<file path="src/grm_pkg.sv">
package grm_pkg;

  localparam int MAX_COLUMNS = 64;
  localparam int MAX_ROWS    = 64;
  localparam int STEP_LIMIT  = 4096;

  localparam int COL_W     = 6;
  localparam int ROW_W     = 6;
  localparam int START_W   = 19;
  localparam int STEP_W    = 16;
  localparam int POS_W     = 21;
  localparam int CAUSE_W   = 2;
  localparam int CFG_W     = 7;
  localparam int CFG_IDX_W = 1;

  localparam int CELL_SHIFT = 13;
  localparam int CELL_SIZE  = 1 << CELL_SHIFT;
  localparam int CELL_W     = POS_W - 1 - CELL_SHIFT;
  localparam int LIM_W      = 9;
  localparam int MAP_DEPTH  = MAX_COLUMNS * MAX_ROWS;
  localparam int ADDR_W     = $clog2(MAP_DEPTH);
  localparam int CNT_W      = $clog2(STEP_LIMIT + 1);

  localparam logic signed [POS_W-1:0] NEG_EDGE = -POS_W'(CELL_SIZE);
  localparam logic signed [POS_W-1:0] POS_MAX  = {1'b0, {(POS_W-1){1'b1}}};
  localparam logic signed [POS_W-1:0] POS_MIN  = {1'b1, {(POS_W-1){1'b0}}};

  typedef enum logic {
    OP_WRITE = 1'b0,
    OP_CAST  = 1'b1
  } op_t;

  typedef enum logic [CFG_IDX_W-1:0] {
    REG_COLUMNS = 1'b0,
    REG_ROWS    = 1'b1
  } reg_idx_t;

  typedef enum logic [CAUSE_W-1:0] {
    CAUSE_WALL  = 2'd0,
    CAUSE_EXIT  = 2'd1,
    CAUSE_LIMIT = 2'd2
  } cause_t;

  typedef enum logic [2:0] {
    ST_CLEAR,
    ST_IDLE,
    ST_LOOKUP,
    ST_CHECK,
    ST_ADD_X,
    ST_ADD_Y,
    ST_DONE
  } seq_state_t;

  typedef struct packed {
    logic load;
    logic add_x;
    logic add_y;
  } march_ctl_t;

  typedef struct packed {
    logic              out_of_map;
    logic              at_limit;
    logic [ADDR_W-1:0] rd_addr;
  } march_st_t;

  typedef struct packed {
    logic              valid;
    logic              opcode;
    logic [ADDR_W-1:0] wr_addr;
    logic              wr_ok;
    logic              wall;
  } seq_req_t;

  function automatic logic [ADDR_W-1:0] map_addr(input logic [CELL_W-1:0] row,
                                                 input logic [CELL_W-1:0] col);
    return ADDR_W'(int'(row) * MAX_COLUMNS + int'(col));
  endfunction

  function automatic logic [LIM_W-1:0] clamp_lim(input logic [CFG_W-1:0] cfg,
                                                 input int lim_max);
    if (int'(cfg) > lim_max) return LIM_W'(lim_max);
    return LIM_W'(cfg);
  endfunction

endpackage

</file>
<file path="src/grm_seq.sv">
module grm_seq import grm_pkg::*; (
  input  logic              clk,
  input  logic              rst_n,
  input  seq_req_t          req,
  input  march_st_t         st,
  input  logic              ram_rdata,
  input  logic              out_free,
  output logic              in_ready,
  output march_ctl_t        ctl,
  output logic              ram_we,
  output logic [ADDR_W-1:0] ram_addr,
  output logic              ram_wdata,
  output logic              res_load,
  output cause_t            res_cause
);

  seq_state_t        state_r, state_nxt;
  logic [ADDR_W-1:0] clr_r, clr_nxt;
  cause_t            cause_r, cause_nxt;

  always_ff @(posedge clk) begin
    if (!rst_n) begin
      state_r <= ST_CLEAR;
      clr_r   <= '0;
    end else begin
      state_r <= state_nxt;
      clr_r   <= clr_nxt;
    end
  end

  always_ff @(posedge clk) begin
    cause_r <= cause_nxt;
  end

  always_comb begin
    state_nxt = state_r;
    clr_nxt   = clr_r;
    cause_nxt = cause_r;
    in_ready  = 1'b0;
    ctl       = '0;
    ram_we    = 1'b0;
    ram_addr  = st.rd_addr;
    ram_wdata = 1'b0;
    res_load  = 1'b0;
    case (state_r)
      ST_CLEAR: begin
        ram_we   = 1'b1;
        ram_addr = clr_r;
        clr_nxt  = clr_r + 1'b1;
        if (clr_r == ADDR_W'(MAP_DEPTH - 1)) begin
          state_nxt = ST_IDLE;
        end
      end
      ST_IDLE: begin
        in_ready = 1'b1;
        if (req.valid) begin
          if (req.opcode == OP_CAST) begin
            ctl.load  = 1'b1;
            state_nxt = ST_LOOKUP;
          end else begin
            ram_we    = req.wr_ok;
            ram_addr  = req.wr_addr;
            ram_wdata = req.wall;
          end
        end
      end
      ST_LOOKUP: begin
        if (st.out_of_map) begin
          cause_nxt = CAUSE_EXIT;
          state_nxt = ST_DONE;
        end else begin
          state_nxt = ST_CHECK;
        end
      end
      ST_CHECK: begin
        if (ram_rdata) begin
          cause_nxt = CAUSE_WALL;
          state_nxt = ST_DONE;
        end else if (st.at_limit) begin
          cause_nxt = CAUSE_LIMIT;
          state_nxt = ST_DONE;
        end else begin
          state_nxt = ST_ADD_X;
        end
      end
      ST_ADD_X: begin
        ctl.add_x = 1'b1;
        state_nxt = ST_ADD_Y;
      end
      ST_ADD_Y: begin
        ctl.add_y = 1'b1;
        state_nxt = ST_LOOKUP;
      end
      ST_DONE: begin
        if (out_free) begin
          res_load  = 1'b1;
          state_nxt = ST_IDLE;
        end
      end
      default: begin
        state_nxt = ST_IDLE;
      end
    endcase
  end

  assign res_cause = cause_r;

endmodule

</file>
<file path="config.mk">
export PLATFORM = sky130hd
export DESIGN_NAME = grm_seq
export DESIGN_NICKNAME = d
export VERILOG_FILES = /design/src/grm_pkg.sv /design/src/grm_seq.sv
export SDC_FILE = /design/constraint.sdc
export NUM_CORES = 1
export LEC_CHECK = 0
export BUFFER_PORTS_ARGS = -buffer_cell sky130_fd_sc_hd__buf_2
export CAP_MARGIN = 20
export CORE_UTILIZATION = 32
export DETAILED_ROUTE_END_ITERATION = 7
export HOLD_SLACK_MARGIN = 0.08
export PLACE_DENSITY = 0.71
export SETUP_SLACK_MARGIN = 0.3
export SLEW_MARGIN = 20
export SYNTH_ARGS = -nofsm -noshare
export SYNTH_HDL_FRONTEND = slang
export SYNTH_SLANG_ARGS = --single-unit
</file>
<file path="constraint.sdc">
create_clock -name clk -period 4.1 [get_ports clk]
set_clock_uncertainty 0.05 [all_clocks]
set_input_delay 0.82 -clock clk [delete_from_list [all_inputs] [get_ports clk]]
set_output_delay 0.82 -clock clk [all_outputs]
set_load 0.02 [all_outputs]
</file>
Yosys cells after proc, flatten, opt, wreduce, memory -nomap -nowiden. Index checks and enable logic that the tools add are counted.

Memories kept: 0. Word-level logic and storage cells: 50. Memory bits (read-only): 0. Bits in registers: 17. Bits in latches: 0. RAM bits: 0. Output and inout bits: 21.

Add/subtract/negate cells: 1. Equal/unequal tests: 13. Multiply operators: 0. Mux-type cells: 29. Shift operators: 0. Reductions and logical operators: 4. Div/mod/pow operators: 0. Bitwise operators: 0. Order comparisons: 0.

Operators by type and width (count): 12-bit two-way mux (2); 12-bit case mux with 2 select lines (1); 3-bit case mux with 7 select lines (1); 3-bit two-way mux (6); 1-bit two-way mux (13); 12-bit by 1-bit adder with 12-bit output, second input constant (1); 12-bit == test, second input constant (1); 2-bit inequality test, second input constant (5); 3-bit == test, second input constant (3); 2-bit two-way mux (4); 3-bit by 2-bit == test with 1-bit output, second input constant (2); 2-bit case mux with 2 select lines (1); 4-bit AND reduction (1); 3-bit by 1-bit == test with 1-bit output, second input constant (1); 3-bit logical NOT (1); 3-bit inequality test, second input constant (1); 3-bit AND reduction (1); 1-bit case mux with 2 select lines (1); 2-bit nonzero test (1).

Logic depth before layout (Yosys ltp).
Depth in word-level cells: 3. Gate-level depth with buffers: 4. Depth with buffers taken out: 4.

Least setup slack after synthesis. OpenSTA, ideal clock, no wires.

Kind: input to output. Start: in req[15] (netlist bit). End: out ram_we. Data arrival time: 1848 ps. Stages on the path: 4. Path slack: 1382 ps. Data required time: 3230 ps. Path through: nor2b_1 clkbuf_1 a21oi_1 nor3_1.

Word-level cells in the longest chain between the ends: 2.

Ends and longest elaborated chain: from (decl) (line grm_seq.sv:4) `input seq_req_t req,`; 1-bit two-way mux (line grm_seq.sv:56) `if (req.valid) begin`; 1-bit case mux with 2 select lines (line grm_seq.sv:45) `case (state_r)`; to (decl) (line grm_seq.sv:10) `output logic ram_we,`.

Every way passes these cells.

Worst setup path in the final report.
Start: reg state_r[0]. End: out ram_addr[7].

Word-level cells in the longest chain between the ends: 2. Elaborated cells on any way between the ends: 3. Classes of those cells: 1 x eq/ne; 1 x mux; 1 x reduce/logical.

Ends and longest elaborated chain: from (decl) (line grm_seq.sv:17) `seq_state_t state_r, state_nxt;`; from (signal assigned) (line grm_seq.sv:26) `state_r <= state_nxt;`; 3-bit by 1-bit == test with 1-bit output or 3-bit logical NOT (tied branches) (line grm_seq.sv:45); 12-bit case mux with 2 select lines (*) (line grm_seq.sv:45); to (decl) (line grm_seq.sv:11) `output logic [ADDR_W-1:0] ram_addr,`.

Mark *: on every way between the ends. The rest lies on a longest branch, timed or not.

==> flow_metrics.tcl <==
set metrics [dict create \
    status "finished, final reports clean" \
    synth_compound_area_share_pct 27.76 \
    path_buf_inv 2 \
    cts_buffer_depth 2 \
    hold_viol_final 0 \
    finalSetupViolations 0 \
    start_kind "flop" \
    synth-main-ff-cell "dfxtp_1" \
    start_util_pct 33.78 \
    cts-root-buf "clkbuf_4" \
    die_w_um 61.82 \
    synth-seq-area-share_pct 31.48 \
    power.leakage_nw 0.6486 \
    syn_nets 178 \
    setup_ws_ps 1103 \
    cts_hold_buf 0 \
    worst_slew_pin_slew_ps 745.3 \
    postSynthAreaPerCell_sq_um 8.006 \
    ios 55 \
    drc 0 \
    slew_viol_final 0 \
    async_flop_share_pct 0 \
    cts_sinks 17 \
    synth-edff-count 2 \
    drt_iter0_drc 23 \
    area_growth_pct 29.95 \
    dpl.cell_count 237 \
    max_cap_violations 0 \
    drive_gt1_share_pct 32.31 \
    diodes 0 \
    clk_latency_ps 290 \
    path_max_fanout 15 \
    end_kind "output port" \
    io_buffers 54 \
    tritoncts "built" \
    grt_usage_pct 15.39 \
    final_antenna_net_count 0 \
    p_per_area_nw_per_um2 469.2 \
    dieArea_sq_um 3821 \
    period_needed_ps 2997 \
    ys_ff_latch 17 \
    post-place-ws_ps 1149 \
    nets 231 \
    ys_warn_count 0 \
    fp.dieH_um 61.82 \
    antenna_found_initial 0 \
    drt-total-wl_um 3014 \
    synth_top_family_by_area "simple AND/OR/NAND/NOR gates" \
    placement_rows 21 \
    crit_family "compound AO/OA/AOI/OAI gates" \
    htree_levels 1 \
    synth_area_sq_um 1145 \
    syn_inst 143 \
    synth_cell_types 33 \
    fin_setup_tns_ps 0 \
    yosys-top-cells-area "dfxtp_1 (26%), a221o_1 (8.7%), a21oi_1 (7.0%)" \
    cp_cell_sequence "inv_1 > o21ai_1 > a221o_1 > buf_2" \
    period_share_pct 73.10 \
    cts_made_buffers 3 \
    max_stage_delay_ps 640 \
    grt_pass1_wl_um 4478 \
    core_sq_um 3390 \
    gr-total-overflow 0 \
    post_cts_buffers 0 \
    vias 1282 \
    postCtsResizedCells 0 \
    place_congestion 0.7699 \
    fmax_ghz 0.3336 \
    hpwl_um 2320 \
    yosys.area.top_type "dfxtp_1" \
    rsz0062_at_grt "no" \
    first_pass_iters 4 \
    final_cells 241 \
    vdd_ir_drop_max_mv 0.1911 \
    synth_mux_area_share_pct 3.497 \
    synth-xor-area-share_pct 0.7650 \
    path_class "flop to output port" \
    required_ps 3230 \
    timing.slew.headroom_pct 49.93 \
    hold_path_class "flop to flop" \
    grt_pass1_vias 1034 \
    wl_per_cell_um 12.51 \
    synth.top_cell.area_share_pct 26.23 \
    clk_pin_slew_ps 100 \
    synth_simple_gate_area_share_pct 31.15 \
    hold_ws_ps 445.3 \
    critPathArrivalTime_ps 2130 \
    grt_max_degree 18 \
    synthAdderAreaFrac_pct 1.093 \
    slowest_stage "dfxtp_1" \
    viasPerCell 5.320 \
]
==> per-stage QoR <==
step	total power, mW	area [sq um]	util, %
6_report	0.6980	1488	43.89
5_1_grt	0.7442	1488	43.89
4_1_cts	0.6993	1488	43.89
3_3_place_gp	0.6067	1461	43.12
3_5_place_dp	0.6092	1461	43.12
2_1_floorplan	0.4901	1145	-
==> cells in the mapped netlist (2+ instances only) <==
cell type	n
or3_1	5
nand3_1	3
nor2_1	4
a21oi_1	16
o21ai_0	5
o31ai_1	4
nor3b_1	3
inv_1	4
a221o_1	10
nand4_1	5
nor2b_1	2
nor3_1	2
nand2_1	12
o21a_1	2
mux2i_1	4
o22ai_1	4
nand2b_1	3
clkbuf_1	9
dfxtp_1	15
or4_1	3
and3_1	12
nor4_1	4
edfxtp_1	2
==> per-layer routing <==
| metal | vias up | share of wire (%) | track usage (%) | wire [um] |
|---|---|---|---|---|
| met5 | - | 0 | 0 | 0 |
| met4 | 0 | 0.23 | 2.857 | 7 |
| met3 | 2 | 4.7 | 3.934 | 143 |
| met2 | 37 | 48 | 24.12 | 1437 |
| met1 | 579 | 47 | 21.54 | 1425 |
| li1 | 664 | - | - | - |
==> final timing paths <==
check                                start          end  slack, ps  depth (start not counted)
worst max-delay path            state_r[0]  ram_addr[7]       1100                          4
worst min register to register   clr_r[11]    clr_r[11]        450                          2
worst min-delay path             clr_r[11]    clr_r[11]        450                          2
worst max register to register  state_r[0]     clr_r[6]       2190                          3
==> flip-flops by register name, indices dropped and copies added, names as in the netlist <==
name and flops:
res_cause 2, state_r 3, clr_r 12
==> report_power, final <==
group | switching (mW) | internal (mW) | total (mW)
clock | 0.0524 | 0.0379 | 0.0903
combinational | 0.227 | 0.151 | 0.377
sequential | 0.0437 | 0.187 | 0.230
==> layout make-up <==
| class | instances | area, sq um |
|---|---|---|
| Clock buffer | 4 | 26.28 |
| Tap cell | 46 | 57.56 |
| Fill cell | 353 | 1902 |
| Multi-Input combinational cell | 113 | 735.7 |
| Sequential cell | 17 | 360.3 |
| Inverter | 4 | 15.01 |
| Timing Repair Buffer | 57 | 292.8 |
==> layout by cell type, fill, tap and decap left out, types with 4 or more instances in the layout <==
cell type,count
inv_1,4
nor2_1,4
nand4_1,5
o21ai_0,5
a221o_1,10
nand2_1,12
nor4_1,4
dfxtp_1,15
and3_1,12
a21oi_1,16
o22ai_1,4
or3_1,5
buf_2,54
mux2i_1,4
o31ai_1,4
==> kinds of logic after synthesis <==
family	count (synthesis)
compound gates	46
xor+xnor	1
fa+ha+maj	1
buf+inv	13
flops	17
mux	4
simple gates	61
==> worst reg2reg max path: cells and delay by family, from the launching register on <==
kind,cells,cell delay [ps]
AOI/OAI and AO/OA,1,140
DFF,1,470
and+or+nand+nor,2,1180
Power figures use the tool's default switching activity.
