`config.mk`:
```
export PLATFORM = sky130hd
export DESIGN_NAME = grm_march
export DESIGN_NICKNAME = d
export VERILOG_FILES = /design/src/grm_pkg.sv /design/src/grm_march.sv
export SDC_FILE = /design/constraint.sdc
export NUM_CORES = 1
export LEC_CHECK = 0
export BUFFER_PORTS_ARGS = -buffer_cell sky130_fd_sc_hd__buf_2
export CORE_MARGIN = 2
export CORE_UTILIZATION = 54
export CTS_CLUSTER_DIAMETER = 30
export DETAILED_ROUTE_END_ITERATION = 12
export GPL_ROUTABILITY_DRIVEN = 0
export PLACE_DENSITY = 0.81
export SETUP_SLACK_MARGIN = 0.5
export SLEW_MARGIN = 10
export SYNTH_ARGS = -nofsm -noshare
export SYNTH_HDL_FRONTEND = slang
export SYNTH_SLANG_ARGS = --single-unit
```
`constraint.sdc`:
```
create_clock -name clk -period 5.7 [get_ports clk]
set_clock_uncertainty 0.15 [all_clocks]
set_input_delay 0.57 -clock clk [delete_from_list [all_inputs] [get_ports clk]]
set_output_delay 0.57 -clock clk [all_outputs]
set_load 0.05 [all_outputs]
```
`src/grm_pkg.sv`:
```
package grm_pkg;

  localparam int MAX_COLUMNS = 64;
  localparam int MAX_ROWS    = 64;
  localparam int STEP_LIMIT  = 4096;

  localparam int COL_W     = 6;
  localparam int ROW_W     = 6;
  localparam int START_W   = 19;
  localparam int STEP_W    = 16;
  localparam int POS_W     = 21;
  localparam int CAUSE_W   = 2;
  localparam int CFG_W     = 7;
  localparam int CFG_IDX_W = 1;

  localparam int CELL_SHIFT = 13;
  localparam int CELL_SIZE  = 1 << CELL_SHIFT;
  localparam int CELL_W     = POS_W - 1 - CELL_SHIFT;
  localparam int LIM_W      = 9;
  localparam int MAP_DEPTH  = MAX_COLUMNS * MAX_ROWS;
  localparam int ADDR_W     = $clog2(MAP_DEPTH);
  localparam int CNT_W      = $clog2(STEP_LIMIT + 1);

  localparam logic signed [POS_W-1:0] NEG_EDGE = -POS_W'(CELL_SIZE);
  localparam logic signed [POS_W-1:0] POS_MAX  = {1'b0, {(POS_W-1){1'b1}}};
  localparam logic signed [POS_W-1:0] POS_MIN  = {1'b1, {(POS_W-1){1'b0}}};

  typedef enum logic {
    OP_WRITE = 1'b0,
    OP_CAST  = 1'b1
  } op_t;

  typedef enum logic [CFG_IDX_W-1:0] {
    REG_COLUMNS = 1'b0,
    REG_ROWS    = 1'b1
  } reg_idx_t;

  typedef enum logic [CAUSE_W-1:0] {
    CAUSE_WALL  = 2'd0,
    CAUSE_EXIT  = 2'd1,
    CAUSE_LIMIT = 2'd2
  } cause_t;

  typedef enum logic [2:0] {
    ST_CLEAR,
    ST_IDLE,
    ST_LOOKUP,
    ST_CHECK,
    ST_ADD_X,
    ST_ADD_Y,
    ST_DONE
  } seq_state_t;

  typedef struct packed {
    logic load;
    logic add_x;
    logic add_y;
  } march_ctl_t;

  typedef struct packed {
    logic              out_of_map;
    logic              at_limit;
    logic [ADDR_W-1:0] rd_addr;
  } march_st_t;

  typedef struct packed {
    logic              valid;
    logic              opcode;
    logic [ADDR_W-1:0] wr_addr;
    logic              wr_ok;
    logic              wall;
  } seq_req_t;

  function automatic logic [ADDR_W-1:0] map_addr(input logic [CELL_W-1:0] row,
                                                 input logic [CELL_W-1:0] col);
    return ADDR_W'(int'(row) * MAX_COLUMNS + int'(col));
  endfunction

  function automatic logic [LIM_W-1:0] clamp_lim(input logic [CFG_W-1:0] cfg,
                                                 input int lim_max);
    if (int'(cfg) > lim_max) return LIM_W'(lim_max);
    return LIM_W'(cfg);
  endfunction

endpackage

```
`src/grm_march.sv`:
```
module grm_march import grm_pkg::*; (
  input  logic                     clk,
  input  logic                     rst_n,
  input  march_ctl_t               ctl,
  input  logic [START_W-1:0]       start_x,
  input  logic [START_W-1:0]       start_y,
  input  logic signed [STEP_W-1:0] step_x,
  input  logic signed [STEP_W-1:0] step_y,
  input  logic [CFG_W-1:0]         map_columns,
  input  logic [CFG_W-1:0]         map_rows,
  output march_st_t                st,
  output logic signed [POS_W-1:0]  pos_x,
  output logic signed [POS_W-1:0]  pos_y
);

  logic signed [POS_W-1:0]  pos_x_r, pos_x_nxt;
  logic signed [POS_W-1:0]  pos_y_r, pos_y_nxt;
  logic signed [STEP_W-1:0] stp_x_r, stp_y_r;
  logic [CNT_W-1:0]         cnt_r, cnt_nxt;
  logic signed [POS_W-1:0]  add_a;
  logic signed [STEP_W-1:0] add_b;
  logic signed [POS_W:0]    add_sum;
  logic signed [POS_W-1:0]  add_sat;
  logic [LIM_W-1:0]         cols_lim;
  logic [LIM_W-1:0]         rows_lim;

  function automatic logic cell_inside(input logic signed [POS_W-1:0] pos,
                                       input logic [LIM_W-1:0] lim);
    logic [CELL_W-1:0] c;
    c = pos[POS_W-2:CELL_SHIFT];
    if (pos[POS_W-1]) return (pos > NEG_EDGE) && (lim != '0);
    return LIM_W'(c) < lim;
  endfunction

  function automatic logic [CELL_W-1:0] cell_index(input logic signed [POS_W-1:0] pos);
    if (pos[POS_W-1]) return '0;
    return pos[POS_W-2:CELL_SHIFT];
  endfunction

  // shared saturating adder, x then y
  always_comb begin
    add_a   = ctl.add_y ? pos_y_r : pos_x_r;
    add_b   = ctl.add_y ? stp_y_r : stp_x_r;
    add_sum = {add_a[POS_W-1], add_a} + (POS_W+1)'(add_b);
    if (add_sum[POS_W] != add_sum[POS_W-1]) begin
      add_sat = add_sum[POS_W] ? POS_MIN : POS_MAX;
    end else begin
      add_sat = add_sum[POS_W-1:0];
    end
  end

  always_comb begin
    pos_x_nxt = pos_x_r;
    pos_y_nxt = pos_y_r;
    cnt_nxt   = cnt_r;
    if (ctl.load) begin
      pos_x_nxt = POS_W'(start_x);
      pos_y_nxt = POS_W'(start_y);
      cnt_nxt   = '0;
    end else if (ctl.add_x) begin
      pos_x_nxt = add_sat;
    end else if (ctl.add_y) begin
      pos_y_nxt = add_sat;
      cnt_nxt   = cnt_r + 1'b1;
    end
  end

  always_ff @(posedge clk) begin
    if (!rst_n) begin
      pos_x_r <= '0;
      pos_y_r <= '0;
      cnt_r   <= '0;
    end else begin
      pos_x_r <= pos_x_nxt;
      pos_y_r <= pos_y_nxt;
      cnt_r   <= cnt_nxt;
    end
  end

  always_ff @(posedge clk) begin
    if (ctl.load) begin
      stp_x_r <= step_x;
      stp_y_r <= step_y;
    end
  end

  always_comb begin
    cols_lim      = clamp_lim(map_columns, MAX_COLUMNS);
    rows_lim      = clamp_lim(map_rows, MAX_ROWS);
    st.out_of_map = !(cell_inside(pos_x_r, cols_lim) && cell_inside(pos_y_r, rows_lim));
    st.at_limit   = cnt_r >= CNT_W'(STEP_LIMIT);
    st.rd_addr    = map_addr(cell_index(pos_y_r), cell_index(pos_x_r));
  end

  assign pos_x = pos_x_r;
  assign pos_y = pos_y_r;

endmodule

```
# [Word level (Yosys, flattened, before mapping)]
# Index checks and enable logic that the tools add are counted.
[classes] addsub=3 multipliers=0 div_mod_pow=0 order_cmp=7 eq_ne=2 shifts=0 n_mux=25 n_bitwise=2 n_reduce_logical=11
[op_table] operator="2-to-1 mux 19 bit" n=5
[op_table] operator="2-to-1 mux 21 bit" n=3
[op_table] operator="> comparator 21 x 14 -> 1 bit (second input constant)" n=2
[op_table] operator="2-to-1 mux 9 bit" n=4
[op_table] operator="adder 21 x 16 -> 22 bit" n=1
[op_table] operator="less-than comparator 7 x 9 -> 1 bit" n=2
[op_table] operator="nonzero test 9 bit" n=2
[op_table] operator="2-to-1 mux 16 bit" n=1
[op_table] operator="> comparator 7 bit (second input constant)" n=2
[op_table] operator="2-to-1 mux 7 bit" n=2
[op_table] operator="adder 13 x 1 -> 13 bit (second input constant)" n=1
[op_table] operator=">= comparator 13 bit (second input constant)" n=1
[op_table] operator="adder 12 x 7 -> 12 bit" n=1
[op_table] operator="2-to-1 mux 6 bit" n=2
[op_table] operator="2-to-1 mux 1 bit" n=8
[op_table] operator="AND reduction 2 bit" n=2
[op_table] operator="nonzero test 2 bit" n=2
[op_table] operator="logical AND 1 bit" n=3
[op_table] operator="inequality test 2 x 1 -> 1 bit (second input constant)" n=1
[op_table] operator="NOT 1 bit" n=2
[op_table] operator="OR reduction 2 bit" n=1
[op_table] operator="logical NOT 1 bit" n=1
[op_table] operator="inequality test 1 bit" n=1
[totals] regBits=87 latch_bits=0 mem_bits_rw=0 rom_bits=0 inputBits=89 mem_count=0

# [Depth between registers and ports, before layout]
# Gate-level depths: netlist (run 1).
[logic_depth] ltp_word=9 depth_mapped=15

# [Worst setup path before layout (run 1)]
# Ideal clock, no wire load.
[synth_timing] path_kind="input to register" start="in ctl[0] (netlist bit)" end="reg pos_x_r[3], in the netlist pos_x[3]" arrival_ns=4.022 slack_ns=1.462 path_stages=14 path_buffers=3 cell_sequence="clkbuf_1 -> clkbuf_1 -> mux2_2 -> ha_1 -> buf_6 -> a21oi_1 -> o21ai_1 -> a31oi_1 -> o311ai_1 -> o31a_4 -> or2_1 -> maj3_2 -> a211o_1 -> a21boi_2"
[synth_between] elab_chain_cells=6 elab_cells_between_ends=8 classes_between="1 x add/sub; 1 x eq/ne; 6 x mux"
[synth_lines] item="from (decl)" line="grm_march.sv:4" text="input march_ctl_t ctl,"
[synth_lines] item="2-to-1 mux 21 bit / 2-to-1 mux 16 bit (equally long branches)" line="grm_march.sv:42, grm_march.sv:43"
[synth_lines] item="adder 21 x 16 -> 22 bit *" line="grm_march.sv:44" text="add_sum = {add_a[POS_W-1], add_a} + (POS_W+1)'(add_b);"
[synth_lines] item="2-to-1 mux 21 bit / inequality test 1 bit (equally long branches)" line="grm_march.sv:46, grm_march.sv:45"
[synth_lines] item="2-to-1 mux 21 bit *" line="grm_march.sv:45" text="if (add_sum[POS_W] != add_sum[POS_W-1]) begin"
[synth_lines] item="2-to-1 mux 19 bit *" line="grm_march.sv:60" text="end else if (ctl.add_x) begin"
[synth_lines] item="2-to-1 mux 19 bit *" line="grm_march.sv:56" text="if (ctl.load) begin"
[synth_lines] item="to (signal assigned)" line="grm_march.sv:74" text="pos_x_r <= pos_x_nxt;"
[synth_lines] item="to (decl)" line="grm_march.sv:16" text="logic signed [POS_W-1:0] pos_x_r, pos_x_nxt;"
# Mark *: on every way between the ends. The rest lies on a longest branch, timed or not. The select of a mux whose other input is x is not followed.
# A chain may end at the register's enable or synchronous reset.

# [Worst setup path in the final report (run 1)]
[layout_timing] start="in ctl[0] (netlist bit)" end="reg pos_y_r[6], in the netlist pos_y[6]"
[layout_between] elab_chain_cells=7 elab_cells_between_ends=11 classes_between="1 x add/sub; 1 x eq/ne; 7 x mux; 2 x reduce/logical"
[layout_lines] item="2-to-1 mux 21 bit / 2-to-1 mux 16 bit (equally long branches)" line="grm_march.sv:42, grm_march.sv:43"
[layout_lines] item="adder 21 x 16 -> 22 bit" line="grm_march.sv:44"
[layout_lines] item="2-to-1 mux 21 bit / inequality test 1 bit (equally long branches)" line="grm_march.sv:46, grm_march.sv:45"
[layout_lines] item="2-to-1 mux 21 bit" line="grm_march.sv:45"
[layout_lines] item="2-to-1 mux 19 bit" line="grm_march.sv:62" text="end else if (ctl.add_y) begin"
[layout_lines] item="2-to-1 mux 19 bit" line="grm_march.sv:60"
[layout_lines] item="2-to-1 mux 19 bit" line="grm_march.sv:56"
[layout_lines] item="to (signal assigned)" line="grm_march.sv:75" text="pos_y_r <= pos_y_nxt;"
[layout_lines] item="to (decl)" line="grm_march.sv:17" text="logic signed [POS_W-1:0] pos_y_r, pos_y_nxt;"
# Several ways; a longest one is shown, not always the timed one. The select of a mux whose other input is x is not followed.

==> results.tsv, run 1 <==
metric	value	unit
powerDensity	286.7	nW/µm²
drtPass1Iterations	5	
synth-edff-count	32	
arrival	4.75	ns
cts_hold_buf	0	
finalHoldViolCount	0	
dieArea	11280	µm²
multi_input_area	3377	µm²
routed_via_density	5.919	
rsz0062_at_grt	no	
start_kind	input pin	
syn_area	5643	µm²
cts_setup_buffers	0	
htreeDepth	3	
grt_pass1_vias	5165	
synth_top_cells_by_area	dfxtp_1, edfxtp_1, ha_1	
syn-num-nets	751	
grt_overflow	0	
netlist.area_leader.share	0.1951	
postPlaceCellArea	6416	µm²
post_cts_resized	0	
clock_latency	0.37	ns
p_comb_frac	0.390	
vias	5268	
required	5.87	ns
wirelength	15480	µm
dp_hpwl	11310	µm
clk_pin_slew	0.08	ns
cts_tree	yes	
ys_async_sr_fraction	0	
leakagePower	2.917	nW
final-max-slew-violation-count	0	
fill_cells	836	
outcome	completed	
seq_area	2062	µm²
relSlewSlack	0.2351	
fin_nets	876	
route.detailed.drc	0	
crit_type	in2reg	
ios	145	
cts.root.buffer_cell	clkbuf_8	
diodes	0	
crit_path_max_fanout	30	
numPortBuffers	144	
netlist_instances	624	
finalCritPeriodShare	0.8038	
drive_gt1_frac	0.2958	
timing.hold.ws	0.2142	ns
max_clock_freq	218.3	MHz
first_iter_violations	454	
cts_buffer_depth	2	
synth_commonest_cells	a21oi_1, nand2_1, dfxtp_1	
synth_flop_cell	dfxtp_1	
ant_nets	0	
peakVddDrop	0.2142	mV
finalCriticalPeriod	4.582	ns
post-synth-top-area-cell	dfxtp_1	
grtUsageTotal	0.2827	
r2r-start	stp_x_r[0]$_DFFE_PP_	
max-cap-violations	0	
core_area	10230	µm²
crit_start	ctl[0]	
synth_cell_type_count	66	
setup_viol	0	
tightestPinTransition	1.147	ns
hold_start	step_y[3]	
switching_share	0.3985	
ys_seq_area_frac	0.3654	
p_int	1.138	mW
end_kind	flop	
ys_ff_latch	87	
grt_max_degree	88	
fp.dieW	106.2	µm
cts_made_buffers	9	
grt_pass1_wl	25250	µm
rows	37	
p_switching	753.9	µW
seq_power_share	0.393	
synth_area_per_cell	9.043	µm²
yosysMostFrequentCell	a21oi_1	
fin_area	6599	µm²
fin_setup_tns	0	ns
ys_warn_count	0	
wire_per_inst	17.39	µm
initial_utilization	0.5515	
antenna_found_initial	0	
clkSinkCount	87	
die_y	106.2	µm
p_clk_frac	0.216	
area_growth	16.94	%
min_path_type	in2reg	
-- area by class of cell --
class | instances | area share
Clock buffer | 12 | 0.02370
Clock inverter | 4 | 0.003982
Inverter | 15 | 0.008532
Multi-Input combinational cell | 488 | 0.5118
Sequential cell | 87 | 0.3125
Tap cell | 136 | 0.02579
Timing Repair Buffer | 148 | 0.1138
-- through the flow --
step	instances	utilization	worst slack, ns	power [mW]
5_1_grt	890	0.6450	0.7472	1.990
6_report	890	0.6450	1.118	1.892
2_1_floorplan	624	-	1.462	1.296
3_3_place_gp	874	0.6271	0.8658	1.463
4_1_cts	890	0.6450	1.166	1.888
3_5_place_dp	874	0.6271	0.7754	1.483
-- power by group through the flow --
stage          clock network, mW  registers (mW)  logic, mW
2_1_floorplan                  0           0.831      0.464
3_3_place_gp                   0           0.755      0.708
3_5_place_dp                   0           0.757      0.726
4_1_cts                    0.416           0.743      0.729
5_1_grt                    0.443           0.749      0.798
6_report                   0.409           0.744      0.739
-- per-layer routing --
layer  global-route usage  part of all wire  vias to the layer above
li1                     -                 -                     2525
met1               0.3619              0.42                     2435
met2               0.4776              0.48                      277
met3              0.05457             0.083                       31
met4              0.09680             0.020                        0
met5                    0                 0                        -
-- cell usage in the layout, fill, tap and decap left out, types with 5 or more instances in the layout --
| cell | count |
|---|---|
| nor3_1 | 6 |
| clkbuf_8 | 9 |
| inv_1 | 15 |
| nand4_1 | 8 |
| nor4_1 | 8 |
| o31ai_1 | 7 |
| o211ai_1 | 5 |
| dfxtp_1 | 55 |
| ha_1 | 37 |
| mux2_2 | 37 |
| xnor2_1 | 13 |
| nand2_1 | 57 |
| a31oi_1 | 5 |
| xor2_1 | 19 |
| nor2_1 | 41 |
| o21ai_0 | 45 |
| buf_2 | 144 |
| and3_1 | 9 |
| nand3_1 | 14 |
| and2_1 | 17 |
| edfxtp_1 | 32 |
| a21o_1 | 7 |
| nor2b_1 | 14 |
| a31o_2 | 7 |
| a21oi_1 | 63 |
-- worst paths after layout --
path | end | slack (ns) | cells after the start
hold / removal | stp_y_r[3]$_DFFE_PP_ | 0.21 | 1
setup / recovery | pos_y[6]$_SDFFE_PN0P_ | 1.12 | 12
setup reg to reg | pos_y[6]$_SDFFE_PN0P_ | 1.43 | 12
hold reg to reg | cnt_r[1]$_SDFFE_PP0P_ | 0.35 | 2
-- state kept, by name (all words and copies together), names as in the netlist --
signal / cells
stp_y_r: 16
pos_x: 21
pos_y: 21
cnt_r: 13
stp_x_r: 16
-- kinds of logic (layout without fill, tap and decap cells) --
logic type,after synthesis,after routing,share of synthesized area
compound gates,184,184,0.2115
xor+xnor,32,32,0.04967
fa+ha+maj,41,41,0.09113
buf+inv,49,179,0.03614
flops,87,87,0.3654
mux,39,39,0.07738
simple gates,192,192,0.1687
-- critical path, cell delays in order --
cell and delay, ns:
buf_2 0.21, buf_4 0.39, mux2_2 0.45, ha_1 0.42, and3_1 0.24, nand4_1 0.15, o311ai_1 0.49, nor4_2 0.18
o21ai_2 0.91, o21ai_0 0.29, o21ai_0 0.25, o211a_1 0.17
Note: power is estimated with default switching activity, not from simulation.
==> inputs of run 2 (changes only) <==
--- a/config.mk
+++ b/config.mk
@@ -5,13 +5,14 @@
 export SDC_FILE = /design/constraint.sdc
 export NUM_CORES = 1
 export LEC_CHECK = 0
+export ABC_AREA = 1
 export BUFFER_PORTS_ARGS = -buffer_cell sky130_fd_sc_hd__buf_2
 export CORE_MARGIN = 2
-export CORE_UTILIZATION = 54
+export CORE_UTILIZATION = 55
 export CTS_CLUSTER_DIAMETER = 30
 export DETAILED_ROUTE_END_ITERATION = 12
 export GPL_ROUTABILITY_DRIVEN = 0
-export PLACE_DENSITY = 0.81
+export PLACE_DENSITY = 0.82
 export SETUP_SLACK_MARGIN = 0.5
 export SLEW_MARGIN = 10
 export SYNTH_ARGS = -nofsm -noshare
==> constraint.sdc (replaced) <==
create_clock -name clk -period 4.7 [get_ports clk]
set_clock_uncertainty 0.15 [all_clocks]
set_input_delay 0.47 -clock clk [delete_from_list [all_inputs] [get_ports clk]]
set_output_delay 0.47 -clock clk [all_outputs]
set_load 0.05 [all_outputs]
==> run 2 against run 1 <==
Routed wire length increased by 8.8%. Synthesized area increased by 5.7%. Setup slack improved by 0.30 ns. Non-clock buffer count increased by 1. Via count increased by 18%. Combinational power increased by 28%.
==> results.tsv, run 2 <==
metric	value	unit
outcome	completed	
yosysMostFrequentCell	nand2_1	
timing.hold.ws	0.09854	ns
vias	6234	
htreeDepth	3	
cts_made_buffers	9	
post_cts_resized	0	
grtUsageTotal	0.2936	
powerDensity	350.5	nW/µm²
syn_area	5966	µm²
layout_commonest_cell	nand2_1	
synth_fa_ha_area_frac	0.08096	
grt_max_degree	53	
initial_utilization	0.5577	
synth-compound-area-share	0.1502	
cts.root.buffer_cell	clkbuf_8	
grt_pass1_wl	27050	µm
grt_overflow	0	
post-synth-top-area-cell	dfxtp_1	
end_kind	flop	
rows	38	
routed_via_density	5.502	
crit_start	ctl[0]	
muxShareOfSynthArea	0	
fin_setup_tns	0	ns
max_clock_freq	304.3	MHz
core_area	10700	µm²
finalCriticalPeriod	3.286	ns
area_growth	16.48	%
crit_path_max_fanout	34	
fin_nets	1115	
cts_hold_buf	0	
crit_type	in2reg	
fp.dieW	108.1	µm
peakVddDrop	0.2082	mV
hold_start	step_y[15]	
setup_viol	0	
synth_cell_type_count	38	
netlist_instances	861	
finalHoldViolCount	0	
synthXorXnorAreaFrac	0.02349	
ios	145	
wire_per_inst	14.87	µm
synth_top_family_by_area	simple AND/OR/NAND/NOR gates	
syn-num-nets	988	
ys_seq_area_frac	0.3456	
route.detailed.drc	0	
r2r-start	pos_x[20]$_SDFFE_PP0P_	
clock_latency	0.39	ns
drtPass1Iterations	6	
ant_nets	0	
synth_simple_gate_area_frac	0.3142	
synth_top_cells_by_area	dfxtp_1, edfxtp_1, nand2_1	
final-max-slew-violation-count	0	
min_path_type	in2reg	
rsz0062_at_grt	no	
relSlewSlack	0.2610	
required	4.86	ns
clk_pin_slew	0.10	ns
cts_tree	yes	
max-cap-violations	0	
final_cell_mix	nand2_1, buf_2, inv_1, a21oi_1, nand3_1	
antenna_found_initial	0	
synth-edff-count	32	
leakagePower	3.461	nW
clkSinkCount	87	
start_kind	input pin	
finalCritPeriodShare	0.6993	
wirelength	16850	µm
cts_buffer_depth	2	
grt_pass1_vias	5737	
dieArea	11700	µm²
first_iter_violations	493	
cts_setup_buffers	0	
numPortBuffers	144	
dp_hpwl	12740	µm
ys_warn_count	0	
ys_ff_latch	87	
tightestPinTransition	1.107	ns
netlist.area_leader.share	0.1846	
ys_async_sr_fraction	0	
synth_area_per_cell	6.929	µm²
synth_commonest_cells	nand2_1, inv_1, a21oi_1	
arrival	3.45	ns
drive_gt1_frac	0.2014	
synth_flop_cell	dfxtp_1	
die_y	108.1	µm
diodes	0	
run 2: per-layer routing:
metal | vias up | global-route usage | part of all wire
met5 | - | 0 | 0
met2 | 300 | 0.4623 | 0.45
met1 | 2781 | 0.3958 | 0.43
met3 | 48 | 0.04882 | 0.087
met4 | 0 | 0.1346 | 0.036
li1 | 3105 | - | -
run 2: worst paths after layout:
| path | endpoint | slack [ns] | cells past startpoint |
|---|---|---|---|
| worst max-delay path | pos_y[18]$_SDFFE_PN0P_ | 1.41 | 15 |
| worst min-delay path | stp_y_r[15]$_DFFE_PP_ | 0.1 | 1 |
| worst max register to register | pos_y[18]$_SDFFE_PN0P_ | 1.47 | 16 |
| worst min register to register | cnt_r[12]$_SDFFE_PP0P_ | 0.30 | 1 |
run 2: layout make-up:
| class | instances | area, µm² |
|---|---|---|
| clock buffers | 9 | 123.9 |
| inverters | 91 | 341.6 |
| flip-flops and latches | 87 | 2062 |
| repair buffers | 149 | 758.2 |
| clock inverters | 7 | 95.09 |
| multi-input cells | 650 | 3393 |
| fillers | 1016 | 3749 |
| well taps | 140 | 175.2 |
run 2: per-stage QoR:
step                  util  cells  worst slack (ns)  instance area [µm²]  total power, mW
floorplan                -    861             1.816                 5966            1.619
finish              0.6496   1133             1.414                 6949            2.436
detailed placement  0.6291   1117             1.052                 6730            1.847
CTS                 0.6496   1133             1.432                 6949            2.429
global placement    0.6291   1117             1.130                 6730            1.836
global route        0.6496   1133             1.033                 6949            2.570
run 2: cells by family (layout without fill, tap and decap cells):
family                     after synthesis  count (layout)
AOI/OAI and AO/OA                      162             162
xor gates and xnor gates                16              16
adders and majority gates               38              38
buffers and inverters                  124             256
DFF                                     87              87
and+or+nand+nor                        434             434
run 2: power breakdown:
group / leakage, nW / total [mW] / switching (mW) / internal [mW]
registers: 0.766 / 0.904 / 0.0600 / 0.844
logic: 2.59 / 0.944 / 0.660 / 0.284
clock network: 0.110 / 0.588 / 0.288 / 0.300
run 2: critical path, stage by stage:
cell and delay, ns:
buf_2 0.11, inv_2 0.43, o21ai_0 0.24, ha_1 0.38, a21oi_1 0.37, nand2_2 0.17
nand2_1 0.11, nand3_1 0.08, nand2_1 0.08, nand2_2 0.08, inv_2 0.06, nand2_2 0.35
nand2_1 0.22, nand2_1 0.08, a21oi_1 0.19
==> inputs of run 3 (changes only) <==
==> constraint.sdc (replaced) <==
create_clock -name clk -period 3.35 [get_ports clk]
set_clock_uncertainty 0.15 [all_clocks]
set_input_delay 0.335 -clock clk [delete_from_list [all_inputs] [get_ports clk]]
set_output_delay 0.335 -clock clk [all_outputs]
set_load 0.05 [all_outputs]
==> run 3 against run 2 <==
Count of clock-buffer cells in the layout up 6. Final cell count rose by 3.8%. Worst hold slack better by 0.0061 ns. First-iteration DRC count rose by 25%. Combinational power increased by 56%. Global-route usage increased by 1.6 points.
==> results.tsv, run 3 (synthesized netlist as in run 2, its figures left out) <==
metric	value	unit
max_clock_freq	367.3	MHz
start_kind	flop	
cts.root.buffer_cell	clkbuf_8	
clkSinkCount	87	
finalPower	3.492	mW
timing.hold.ws	0.1046	ns
layout_commonest_cell	nand2_1	
fin_setup_tns	0	ns
rsz0062_at_grt	no	
wire_per_inst	15.47	µm
dieArea	11700	µm²
clock_latency	0.38	ns
relSlewSlack	0.2920	
cts_buffer_depth	2	
drtPass1Iterations	7	
ant_nets	0	
clk_pin_slew	0.08	ns
core_area	10700	µm²
dp_hpwl	13190	µm
rows	38	
grt_pass1_vias	5897	
route.met3.wl	1532	µm
setup_viol	0	
r2r_slack	0.63	ns
wl_met1	7410	µm
min_path_type	in2reg	
initial_utilization	0.5577	
cts_tree	yes	
min_to	pos_y[10]$_SDFFE_PN0P_	
diodes	0	
wl_met2	8629	µm
grt_max_degree	46	
final_cell_mix	nand2_1, buf_2, inv_1, a21oi_1, nand3_1	
r2r-end	pos_y[17]$_SDFFE_PN0P_	
wirelength	18200	µm
vias	6564	
final-max-slew-violation-count	0	
routed_via_density	5.582	
finalCritPeriodShare	0.8127	
r2r_cells	16	
powerDensity	464.1	nW/µm²
fp.dieW	108.1	µm
first_iter_violations	614	
fin_nets	1158	
antenna_found_initial	0	
route.detailed.drc	0	
cts_made_buffers	9	
peakVddDrop	0.2553	mV
crit_type	reg2reg	
end_kind	flop	
dr.max_layer_used	met4	
tightestPinTransition	1.061	ns
finalHoldViolCount	0	
crit_path_max_fanout	9	
max-cap-violations	0	
numPortBuffers	144	
required	3.51	ns
drive_gt1_frac	0.2268	
die_y	108.1	µm
r2r-start	stp_x_r[0]$_DFFE_PP_	
leakagePower	3.671	nW
hold_start	start_y[10]	
htreeDepth	3	
ios	145	
whs_path_depth	3	
grt_pass1_wl	28300	µm
finalCriticalPeriod	2.723	ns
outcome	completed	
arrival	2.88	ns
grtUsageTotal	0.3096	
grt_overflow	0	
area_growth	26.13	%
-- run 3: cell types whose count changed in the layout (fill, tap and decap cells not counted), moves of 4 or more --
cell / before / now
dlygate4sd3_1: 0 / 32
o21ai_0: 42 / 31
buf_4: 5 / 13
ha_1: 37 / 30
o21ai_1: 1 / 8
ha_4: 0 / 6
dfxtp_1: 55 / 51
dfxtp_2: 0 / 4
o21ai_2: 0 / 4
-- run 3: area by class of cell --
class	instances	area, µm²
Sequential cell	87	2067
Clock inverter	1	8.758
Clock buffer	15	187.7
Tap cell	140	175.2
Inverter	91	346.6
Multi-Input combinational cell	650	3545
Fill cell	891	3173
Timing Repair Buffer	192	1195
-- run 3: what timing repair did --
item | in CTS | in global routing
resized for setup | 11 | 36
hold buffers | 32 | 0
setup buffers | 0 | 4
hold endpoints to repair | 32 | 0
pin swaps | 0 | 8
cloned | 0 | 1
setup endpoints to repair | 25 | 40
-- run 3: worst max-delay path by stage --
stage / startpoint / end / cells after the start
finish: stp_x_r[0]$_DFFE_PP_ / pos_y[17]$_SDFFE_PN0P_ / 16
global route: stp_x_r[0]$_DFFE_PP_ / pos_y[17]$_SDFFE_PN0P_ / 16
CTS: pos_x[13]$_SDFFE_PN0P_ / pos_y[17]$_SDFFE_PN0P_ / 17
detailed placement: ctl[0] / pos_y[17]$_SDFFE_PN0P_ / 16
global placement: ctl[0] / pos_x[13]$_SDFFE_PN0P_ / 16
floorplan: ctl[0] / pos_y[1]$_SDFFE_PN0P_ / 19
-- run 3: critical path, stage by stage (launching register included) --
cell and delay, ns:
edfxtp_1 0.40, nand2_1 0.09, nand2_1 0.06, ha_2 0.21
fa_2 0.43, nand3_2 0.09, nand3_2 0.13, nand3_1 0.13
nand3_1 0.09, nand2_1 0.07, nand2_1 0.11, inv_2 0.09
nand2_4 0.09, buf_12 0.16, nand2_2 0.07, nand3_1 0.08
a21oi_1 0.20
-- run 3: report_power, final --
group	leakage [nW]	switching (mW)	internal, mW	total, mW
clock	0.0991	0.393	0.359	0.752
sequential	0.767	0.0860	1.18	1.27
combinational	2.80	0.979	0.491	1.47
-- run 3: routing by layer --
| layer | GRT usage | vias up |
|---|---|---|
| met5 | 0 | - |
| met4 | 0.1264 | 0 |
| met3 | 0.04280 | 57 |
| met2 | 0.5279 | 342 |
| met1 | 0.3953 | 2979 |
| li1 | - | 3186 |
-- run 3: metrics by stage --
stage          instance area (µm²)  setup WS, ns  instances  utilization
2_1_floorplan                 5966        0.6010        861            -
3_3_place_gp                  6788        0.1879       1123       0.6345
3_5_place_dp                  6788       0.05667       1123       0.6345
4_1_cts                       7380        0.5131       1171       0.6898
5_1_grt                       7525        0.4959       1176       0.7034
6_report                      7525        0.6273       1176       0.7034
